`src/hdl/gri_pkg.sv`:
```
// Shared types and constants of the gyro rate integrator.
// Used by gri_ctrl, gri_datapath and gyro_rate_integrator_unit; no dependencies.
package gri_pkg;

   localparam logic [2:0] CMD_SAMPLE     = 3'd0;
   localparam logic [2:0] CMD_RESET_AXIS = 3'd1;
   localparam logic [2:0] CMD_RESET_ALL  = 3'd2;
   localparam logic [2:0] CMD_CALIBRATE  = 3'd3;
   localparam logic [2:0] CMD_SET_SCALE  = 3'd4;

   localparam logic [1:0] CSR_ANGLE_MODE   = 2'd0;
   localparam logic [1:0] CSR_FULL_TURN    = 2'd1;
   localparam logic [1:0] CSR_TICK_SECONDS = 2'd2;

   localparam logic [1:0] MODE_DEGREES = 2'd0;
   localparam logic [1:0] MODE_RADIANS = 2'd1;
   localparam logic [1:0] MODE_RAW     = 2'd2;

   localparam logic [1:0] AXIS_NONE = 2'd3;
   localparam logic [1:0] AXIS_LAST = 2'd2;

   localparam logic [31:0] RAD_PER_DEG_Q32 = 32'd74961321;
   localparam int          DIV_STEPS       = 80;
   localparam logic [6:0]  DIV_LAST        = 7'(DIV_STEPS - 1);

   typedef enum logic [3:0] {
      OP_NONE,
      OP_LOAD,
      OP_UPDATE,
      OP_SMUL,
      OP_SACC,
      OP_MLO,
      OP_MHI,
      OP_DINIT,
      OP_DIV,
      OP_RLO,
      OP_RHI,
      OP_AFIN,
      OP_OUT
   } dp_op_type;

   typedef struct packed {
      dp_op_type op;
   } dp_cmd_type;

   typedef struct packed {
      logic       is_sample;
      logic [1:0] idx;
      logic [1:0] mode;
      logic       scale_zero;
      logic       div_last;
   } dp_status_type;

   typedef enum logic [3:0] {
      ST_IDLE,
      ST_UPDATE,
      ST_SMUL,
      ST_SACC,
      ST_ASTART,
      ST_MLO,
      ST_MHI,
      ST_DINIT,
      ST_DIV,
      ST_RLO,
      ST_RHI,
      ST_AFIN,
      ST_OUT
   } ctl_state_type;

endpackage

```
`src/hdl/gri_ctrl.sv`:
```
// Sequencer of the gyro rate integrator: steps the datapath through update,
// accumulation and the per-axis angle computation. Uses gri_pkg.
module gri_ctrl (
   input  logic                   clock,
   input  logic                   reset,
   input  logic                   req_tvalid,
   output logic                   req_tready,
   output logic                   rsp_tvalid,
   input  logic                   rsp_tready,
   output gri_pkg::dp_cmd_type    cmd,
   input  gri_pkg::dp_status_type status
);

   gri_pkg::ctl_state_type state_ff;
   gri_pkg::ctl_state_type state_in;
   logic rsp_valid_ff;
   logic rsp_valid_in;
   logic mode_known;

   assign mode_known = status.mode == gri_pkg::MODE_DEGREES
                    || status.mode == gri_pkg::MODE_RADIANS
                    || status.mode == gri_pkg::MODE_RAW;

   always_ff @(posedge clock) begin
      if (reset) begin
         state_ff     <= gri_pkg::ST_IDLE;
         rsp_valid_ff <= 1'b0;
      end else begin
         state_ff     <= state_in;
         rsp_valid_ff <= rsp_valid_in;
      end
   end

   always_comb begin
      state_in     = state_ff;
      cmd.op       = gri_pkg::OP_NONE;
      rsp_valid_in = rsp_valid_ff && !rsp_tready;
      unique case (state_ff)
         gri_pkg::ST_IDLE: begin
            if (req_tvalid) begin
               cmd.op   = gri_pkg::OP_LOAD;
               state_in = gri_pkg::ST_UPDATE;
            end
         end
         gri_pkg::ST_UPDATE: begin
            cmd.op   = gri_pkg::OP_UPDATE;
            state_in = status.is_sample ? gri_pkg::ST_SMUL : gri_pkg::ST_ASTART;
         end
         gri_pkg::ST_SMUL: begin
            cmd.op   = gri_pkg::OP_SMUL;
            state_in = gri_pkg::ST_SACC;
         end
         gri_pkg::ST_SACC: begin
            cmd.op   = gri_pkg::OP_SACC;
            state_in = (status.idx == gri_pkg::AXIS_LAST) ? gri_pkg::ST_ASTART
                                                          : gri_pkg::ST_SMUL;
         end
         gri_pkg::ST_ASTART: begin
            if (!mode_known
                || (status.mode != gri_pkg::MODE_RAW && status.scale_zero)) begin
               state_in = gri_pkg::ST_AFIN;
            end else begin
               state_in = gri_pkg::ST_MLO;
            end
         end
         gri_pkg::ST_MLO: begin
            cmd.op   = gri_pkg::OP_MLO;
            state_in = gri_pkg::ST_MHI;
         end
         gri_pkg::ST_MHI: begin
            cmd.op   = gri_pkg::OP_MHI;
            state_in = (status.mode == gri_pkg::MODE_RAW) ? gri_pkg::ST_AFIN
                                                          : gri_pkg::ST_DINIT;
         end
         gri_pkg::ST_DINIT: begin
            cmd.op   = gri_pkg::OP_DINIT;
            state_in = gri_pkg::ST_DIV;
         end
         gri_pkg::ST_DIV: begin
            cmd.op = gri_pkg::OP_DIV;
            if (status.div_last) begin
               state_in = (status.mode == gri_pkg::MODE_RADIANS) ? gri_pkg::ST_RLO
                                                                 : gri_pkg::ST_AFIN;
            end
         end
         gri_pkg::ST_RLO: begin
            cmd.op   = gri_pkg::OP_RLO;
            state_in = gri_pkg::ST_RHI;
         end
         gri_pkg::ST_RHI: begin
            cmd.op   = gri_pkg::OP_RHI;
            state_in = gri_pkg::ST_AFIN;
         end
         gri_pkg::ST_AFIN: begin
            cmd.op   = gri_pkg::OP_AFIN;
            state_in = (status.idx == gri_pkg::AXIS_LAST) ? gri_pkg::ST_OUT
                                                          : gri_pkg::ST_ASTART;
         end
         gri_pkg::ST_OUT: begin
            if (!rsp_valid_ff || rsp_tready) begin
               cmd.op       = gri_pkg::OP_OUT;
               rsp_valid_in = 1'b1;
               state_in     = gri_pkg::ST_IDLE;
            end
         end
         default: begin
            state_in = gri_pkg::ST_IDLE;
         end
      endcase
   end

   assign req_tready = state_ff == gri_pkg::ST_IDLE;
   assign rsp_tvalid = rsp_valid_ff;

endmodule

```
`config.mk`:
```
export PLATFORM = sky130hd
export DESIGN_NAME = gri_ctrl
export DESIGN_NICKNAME = d
export VERILOG_FILES = /design/src/hdl/gri_pkg.sv /design/src/hdl/gri_ctrl.sv
export SDC_FILE = /design/constraint.sdc
export NUM_CORES = 1
export LEC_CHECK = 0
export ABC_AREA = 1
export BUFFER_PORTS_ARGS = -buffer_cell sky130_fd_sc_hd__clkbuf_2
export CAP_MARGIN = 10
export CORE_AREA = 10 10 47 49
export CTS_BUF_LIST = sky130_fd_sc_hd__clkbuf_8
export DETAILED_ROUTE_END_ITERATION = 7
export DIE_AREA = 0 0 57 59
export GPL_TIMING_DRIVEN = 0
export SLEW_MARGIN = 5
export SYNTH_ARGS = -nofsm -noshare
export SYNTH_HDL_FRONTEND = slang
export SYNTH_SLANG_ARGS = --single-unit
```
`constraint.sdc`:
```
create_clock -name clock -period 1.65 [get_ports clock]
set_clock_uncertainty 0.1 [all_clocks]
set_input_delay 0.165 -clock clock [delete_from_list [all_inputs] [get_ports clock]]
set_output_delay 0.165 -clock clock [all_outputs]
set_load 0.05 [all_outputs]
```
==> Yosys cells after proc, flatten, opt, wreduce, memory -nomap -nowiden <==
Cells that the tools add are included.
{ "totals": {"register_bits": 5, "in_bits": 11, "out_inout_bits": 6, "wordCells": 48} }
{ "op_classes": {"n_eq_ne": 19, "muxes": 15, "n_reduce_logical": 12} }
{ "op_table": {"columns": ["cell", "n"], "rows": [
  ["$pmux W4 S13", 1],
  ["$pmux W4 S12", 1],
  ["$mux W4", 7],
  ["$eq A4 B4 Y1 const B", 5],
  ["$eq A4 B3 Y1 const B", 4],
  ["$eq A4 B2 Y1 const B", 2],
  ["$ne A2 B2 Y1 const B", 4],
  ["$mux W3", 2],
  ["$eq A2 B2 Y1 const B", 2],
  ["$eq A4 B1 Y1 const B", 1],
  ["$logic_not A4 Y1", 1],
  ["$logic_or A1 B1 Y1", 4],
  ["$logic_not A1 Y1", 3],
  ["$mux W1", 3],
  ["$reduce_and A3 Y1", 1],
  ["$eq A2 B1 Y1 const B", 1],
  ["$logic_and A1 B1 Y1", 2],
  ["$logic_not A2 Y1", 1],
  ["$mux W2", 1]
]} }

==> Longest topological paths before layout <==
Gate-level depths: netlist (run 1).
{ "depth": {"depth_word": 7, "ltp_mapped": 9} }

==> Worst setup path before layout (run 1) <==
OpenSTA, ideal clock, no wires.
{ "synth_timing": {"path_kind": "register to output", "startpoint": "register rsp_valid_ff (netlist: rsp_tvalid)", "endpoint": "output cmd[3] in the netlist's numbering", "arrival_ps": 1818, "path_slack_ps": -433, "path_stages_with_launch": 4, "n_path_buf": 0, "cell_sequence": "dfxtp_1 -> inv_1 -> nor2_1 -> o31ai_1"} }
{ "synth_rtl": {"columns": ["item", "line_no", "rtl"], "rows": [
  ["start: declaration", "gri_ctrl.sv:16", "logic rsp_valid_ff;"],
  ["start signal: assignment", "gri_ctrl.sv:30", "rsp_valid_ff <= rsp_valid_in;"],
  ["end: declaration", "gri_ctrl.sv:10", "output gri_pkg::dp_cmd_type cmd,"]
]} }

==> metrics.md, run 1 <==
| Metric | Value |
|---|---|
| Pin count of the biggest net entering global routing | `10` |
| Clock power share | `0.303` |
| Total power draw | `0.000706 W` |
| CORE AREA | `0.00140 mm^2` |
| Die area | `0.00336 mm^2` |
| Clock Latency Late Sink | `0.22 ns` |
| FP Rows | `14` |
| Status | `finished, final reports clean` |
| Tmin final | `1.54 ns` |
| Worst EP required | `1.38 ns` |
| Setup crit start | `state_ff[2]` |
| Initial core utilization | `0.362` |
| Endpoints failing setup | `0` |
| WL final | `1310 um` |
| CP Cell Sequence | `nor2_4, o211ai_1, o21ai_0, clkbuf_2` |
| Antenna violations before repair | `0` |
| Yosys reg bits | `5` |
| PwrDens | `1030 mW/mm^2` |
| Worst Max-Slew Pin Slew | `0.352 ns` |
| GR Util All Layers | `0.0815` |
| Mapped Area | `507 um^2` |
| Reg2Reg Setup Slack | `0.38 ns` |
| Fin crit share | `0.933` |
| Hold path depth | `2` |
| Pre-antenna DRT Iters | `4` |
| Drt drc | `0` |
| Sw Pwr | `0.000313 W` |
| Number of stages on the worst setup path | `4` |
| DIE HEIGHT | `59 um` |
| Final setup margin | `0.111 ns` |
| Hold path start | `reset` |
| Synth Warn # | `0` |
| Chip Width | `57 um` |
| Leak | `0.410 nW` |
| Bufs and invs on worst path | `1` |
| Hpwl dp | `1090 um` |
| Final Util | `0.491` |
| Syn nets | `109` |
| Iteration-0 DRC Markers | `6` |
| Inst Count DP | `130` |
| Slowest-stage cell, CP | `dfxtp_1` |
| VDD IR max | `0.633 mV` |
| CP top delay family | `flip-flops` |
| Synth Area per Inst | `5.17 um^2` |
| Cell count of the worst reg-to-reg path | `9` |
| Mapped Cells | `98` |
| Vias | `608` |
| Reg clk slew, reported paths | `0.03 ns` |
| Clock Path Buffers | `2` |
| Avg WL per Cell | `9.78 um` |
| FMAX | `650 MHz` |
| Area Overhead vs Synth | `35.8%` |
| Setup crit end | `cmd[0]` |
| Crit. End Element | `output port` |
| Final Wtd Congestion | `0.847` |
| WS Path Type | `flip-flop to output port` |
| Max Cap Viol | `0` |
| Total congestion overflow | `0` |
| Fin nets | `130` |
| First-pass GRT wire length | `2320 um` |
| Final Hold Vio Count | `0` |
| Ports | `17` |
| Sequential-to-total area share from yosys stat | `0.198` |
| Number of global-route vias before repair | `587` |
| Comb power frac | `0.471` |
| CTS Buf Count | `3` |
| Int Power | `0.000393 W` |
| Synth top area cells | `nand2_1, dfxtp_1, inv_1, nor2_1, nand3_1` |
| H-tree levels | `1` |
| Hold crit path type | `primary input to flip-flop` |
| Commonest non-fill, non-tap cells in the layout | `nand2_1, inv_1, nor2_1, clkbuf_2, nand3_1` |
| Post-route insts no fill | `134` |
| Worst EP arrival | `1.27 ns` |
| Final ANT Viol Nets | `0` |
| Crit-path max cell delay | `0.34 ns` |
| Slew HR | `0.764` |
| CTS tree | `done` |
| CTS Sinks | `5` |
| Crit start category | `flip-flop` |
| Netlist cell types | `16` |
| Reg-to-Reg End | `state_ff[1]` |
| Most common cell after layout, fill and taps aside | `nand2_1` |
| Switching share of power | `0.443` |
| ANT cells | `0` |
| Flop pwr share | `0.226` |
| Area share of the largest cell type after synthesis | `0.252` |
| Fraction of layout instances using a drive strength above 1 | `0.280` |
| RSZ-0062 raised after global routing | `no` |
| Worst r2r src | `state_ff[2]` |
| Worst-path fanout max | `9` |
| Root Driver | `clkbuf_8` |
| Via density | `4.54` |
| Final-report max-slew violation count | `0` |
| Pre-CTS setup slack | `0.130 ns` |
| Cell accounting for the most synthesized area | `nand2_1` |
| Port Buffers | `16` |
-- sequential cells by signal, indices dropped and copies added, names as in the netlist --
signal,cells
state_ff,4
rsp_tvalid,1
-- synth_stat cells --
cell type	n
nand2_1	34
nand3_1	5
nor2_1	15
dfxtp_1	5
nor2_2	4
o31ai_1	1
o221ai_1	1
nand3_2	1
inv_1	18
inv_2	3
nor3_2	1
nor3_1	1
a21oi_1	2
nand3b_1	2
o211ai_1	1
o21ai_0	4
-- worst min path at each step --
stage,slack (ns),end
final,0.07,state_ff[1]
after floorplan,0.13,rsp_tvalid
after global placement,0.30,state_ff[1]
after global routing,0.09,state_ff[1]
after CTS,0.07,state_ff[1]
after detailed placement,0.30,state_ff[1]
-- area by class of cell --
type / instances / area [um^2]
Timing Repair Buffer: 16 / 91.3
Sequential cell: 5 / 104
Clock inverter: 1 / 3.75
Fill cell: 168 / 713
Inverter: 21 / 78.8
Clock buffer: 3 / 41.3
Tap cell: 16 / 20.0
Multi-Input combinational cell: 72 / 349
-- power groups by stage --
stage	clock network, W	registers [W]	logic, W
after floorplan	0	0.000152	0.000250
after global placement	0	0.000154	0.000323
after detailed placement	0	0.000154	0.000322
after CTS	0.000221	0.000155	0.000330
after global routing	0.000232	0.000162	0.000367
final	0.000214	0.000159	0.000333
-- per-layer routing --
layer | track usage | wire length, um | up-vias
met5 | 0 | 0 | -
met1 | 0.0851 | 601 | 255
li1 | - | - | 338
met4 | 0.0503 | 10 | 0
met3 | 0.0236 | 89 | 2
met2 | 0.141 | 609 | 13
-- through the flow --
step / instance area (um^2) / TNS (ns) / hold slack, ns
floorplan: 518 / -0.539 / 0.134
global placement: 618 / 0 / 0.298
detailed placement: 618 / 0 / 0.299
CTS: 671 / -0.0143 / 0.0723
global route: 688 / 0 / 0.0863
finish: 688 / 0 / 0.0671
-- cell families (layout without fill, tap and decap cells) --
logic type,count (synthesis),count (layout),synth area share
DFF,5,5,0.198
AOI/OAI and AO/OA,9,9,0.106
and+or+nand+nor,63,63,0.541
buffers and inverters,21,41,0.156
-- what timing repair did --
action	4_1_cts	5_1_grt
hold buffers	0	0
endpoints found under the setup margin	3	4
setup buffers	0	0
pin swaps	0	1
resized for setup	2	11
No activity file was read; power rests on OpenSTA's default activity.
==> run 2: changes to the inputs <==
--- a/config.mk
+++ b/config.mk
@@ -5,7 +5,7 @@
 export SDC_FILE = /design/constraint.sdc
 export NUM_CORES = 1
 export LEC_CHECK = 0
-export ABC_AREA = 1
+export ABC_AREA = 0
 export BUFFER_PORTS_ARGS = -buffer_cell sky130_fd_sc_hd__clkbuf_2
 export CAP_MARGIN = 10
 export CORE_AREA = 10 10 47 49
==> metrics.md, run 2 <==
| Metric | Value |
|---|---|
| Status | `finished, final reports clean` |
| Clock Path Buffers | `2` |
| Hold crit path type | `primary input to flip-flop` |
| Iteration-0 DRC Markers | `12` |
| Synth Warn # | `0` |
| Tmin final | `1.61 ns` |
| Sequential-to-total area share from yosys stat | `0.208` |
| CTS tree | `done` |
| FMAX | `619 MHz` |
| Total congestion overflow | `0` |
| CP Cell Sequence | `or2_4, nand2_1, a21oi_1, a41o_1, buf_6` |
| Count leader, synth | `nor2_1` |
| H-tree levels | `1` |
| Hold path start | `reset` |
| Fraction of layout instances using a drive strength above 1 | `0.425` |
| GR Util All Layers | `0.0869` |
| Worst Max-Slew Pin Slew | `0.283 ns` |
| Reg2Reg Setup Slack | `0.27 ns` |
| Area Overhead vs Synth | `48.6%` |
| Port Buffers | `16` |
| Most common cell after layout, fill and taps aside | `clkbuf_2` |
| Final Wtd Congestion | `0.829` |
| Avg WL per Cell | `13.8 um` |
| Number of global-route vias before repair | `540` |
| CTS Sinks | `5` |
| Fin nets | `99` |
| Worst r2r src | `state_ff[2]` |
| Via density | `5.42` |
| Setup crit start | `state_ff[0]` |
| Reg with most FFs | `state_ff` |
| Most used flip-flop cell after synthesis | `dfxtp_1` |
| Mapped Cells | `67` |
| Initial core utilization | `0.344` |
| Inst Count DP | `99` |
| Cell accounting for the most synthesized area | `dfxtp_1` |
| Vias | `558` |
| Final ANT Viol Nets | `0` |
| Post-synth EDFFs | `0` |
| Area share of the largest cell type after synthesis | `0.208` |
| ANT cells | `0` |
| Fin crit share | `0.979` |
| Slew HR | `0.812` |
| Antenna violations before repair | `0` |
| Pre-CTS setup slack | `-0.139 ns` |
| Setup Fix Bufs, Post-CTS | `0` |
| Crit-path max cell delay | `0.36 ns` |
| VDD IR max | `0.799 mV` |
| Max Cap Viol | `0` |
| Netlist cell types | `31` |
| Worst-path fanout max | `7` |
| Ports | `17` |
| Endpoints failing setup | `0` |
| Hold Buf Count CTS | `0` |
| Max reg flops | `4` |
| FP Rows | `14` |
| Post-route insts no fill | `103` |
| Drt drc | `0` |
| Pre-antenna DRT Iters | `4` |
| Final Hold Vio Count | `0` |
| Final Util | `0.511` |
| CORE AREA | `0.00140 mm^2` |
| Final setup margin | `0.0352 ns` |
| First-pass GRT wire length | `2420 um` |
| Final-report max-slew violation count | `0` |
| Syn nets | `78` |
| Reg clk slew, reported paths | `0.03 ns` |
| Clock Latency Late Sink | `0.22 ns` |
| Worst EP arrival | `1.35 ns` |
| Worst EP required | `1.38 ns` |
| Hpwl dp | `1080 um` |
| RSZ-0062 raised after global routing | `yes` |
| Crit start category | `flip-flop` |
| Synth top area cells | `dfxtp_1, o211ai_1, a21oi_1, nand2b_1, o21ai_0` |
| Crit. End Element | `output port` |
| Die area | `0.00336 mm^2` |
| Commonest non-fill, non-tap cells in the layout | `clkbuf_2, clkbuf_8, a21oi_1, nor2_1, o21ai_0` |
| Chip Width | `57 um` |
| CTS Buf Count | `3` |
| WL final | `1420 um` |
| Pin count of the biggest net entering global routing | `11` |
| PwrDens | `1300 mW/mm^2` |
| Ys async rst share | `0` |
| Yosys reg bits | `5` |
| Mapped Area | `482 um^2` |
| Root Driver | `clkbuf_8` |
| DIE HEIGHT | `59 um` |
| Commonest cells in the synthesized netlist | `nor2_1, a21oi_1, dfxtp_1, o21ai_0` |
| WS Path Type | `flip-flop to output port` |
| Leak | `0.293 nW` |
| Hold WS | `0.0802 ns` |
| Slowest-stage cell, CP | `dfxtp_4` |
| Synth Area per Inst | `7.19 um^2` |
==> run 2: cell type report <==
class,instances,area [um^2]
plain buffers,5,55.1
clock buffers,3,41.3
clock inverters,1,3.75
fillers,149,686
inverters,2,7.51
multi-input cells,55,375
flip-flops and latches,5,108
well taps,16,20.0
repair buffers,16,105
==> run 2: power breakdown <==
group	switching [W]	internal, W
clock	0.0000533	0.000159
combinational	0.000321	0.000220
sequential	0.0000315	0.000145
==> run 2: path summary, 6_finish.rpt <==
kind	endpoint	depth (start not counted)
max	cmd[2]	5
min	rsp_tvalid	2
max reg2reg	state_ff[3]	4
min reg2reg	state_ff[0]	2
==> run 2: cell families (layout without fill, tap and decap cells) <==
group | Yosys count | in the layout | share of synthesized area
and+or+nand+nor | 27 | 27 | 0.317
muxes | 2 | 2 | 0.0442
AOI/OAI and AO/OA | 26 | 26 | 0.366
DFF | 5 | 5 | 0.208
buffers and inverters | 7 | 27 | 0.0649
==> run 2: repair_timing <==
item,in CTS,in global routing
pin swaps,0,1
endpoints found under the setup margin,4,4
resized for setup,14,13
==> run 2: stage by stage <==
step,area [um^2],total power [W],TNS [ns]
3_3_place_gp,597,0.000629,-0.230
3_5_place_dp,597,0.000631,-0.233
6_report,716,0.000929,0
2_1_floorplan,497,0.000532,-0.215
4_1_cts,686,0.000903,0
5_1_grt,716,0.000991,-0.0243
==> run 2: critical path, delay by kind of cell, from the launching register on <==
family | cells | cell delay (ns)
DFF | 1 | 0.36
and+or+nand+nor | 2 | 0.35
AOI/OAI and AO/OA | 2 | 0.27
buffers and inverters | 1 | 0.15
==> run 2: layer usage <==
layer,up-vias,GRT usage,routed length [um]
li1,291,-,-
met1,255,0.0951,619
met2,10,0.149,730
met3,2,0.0215,62
met4,0,0.0503,11
met5,-,0,0
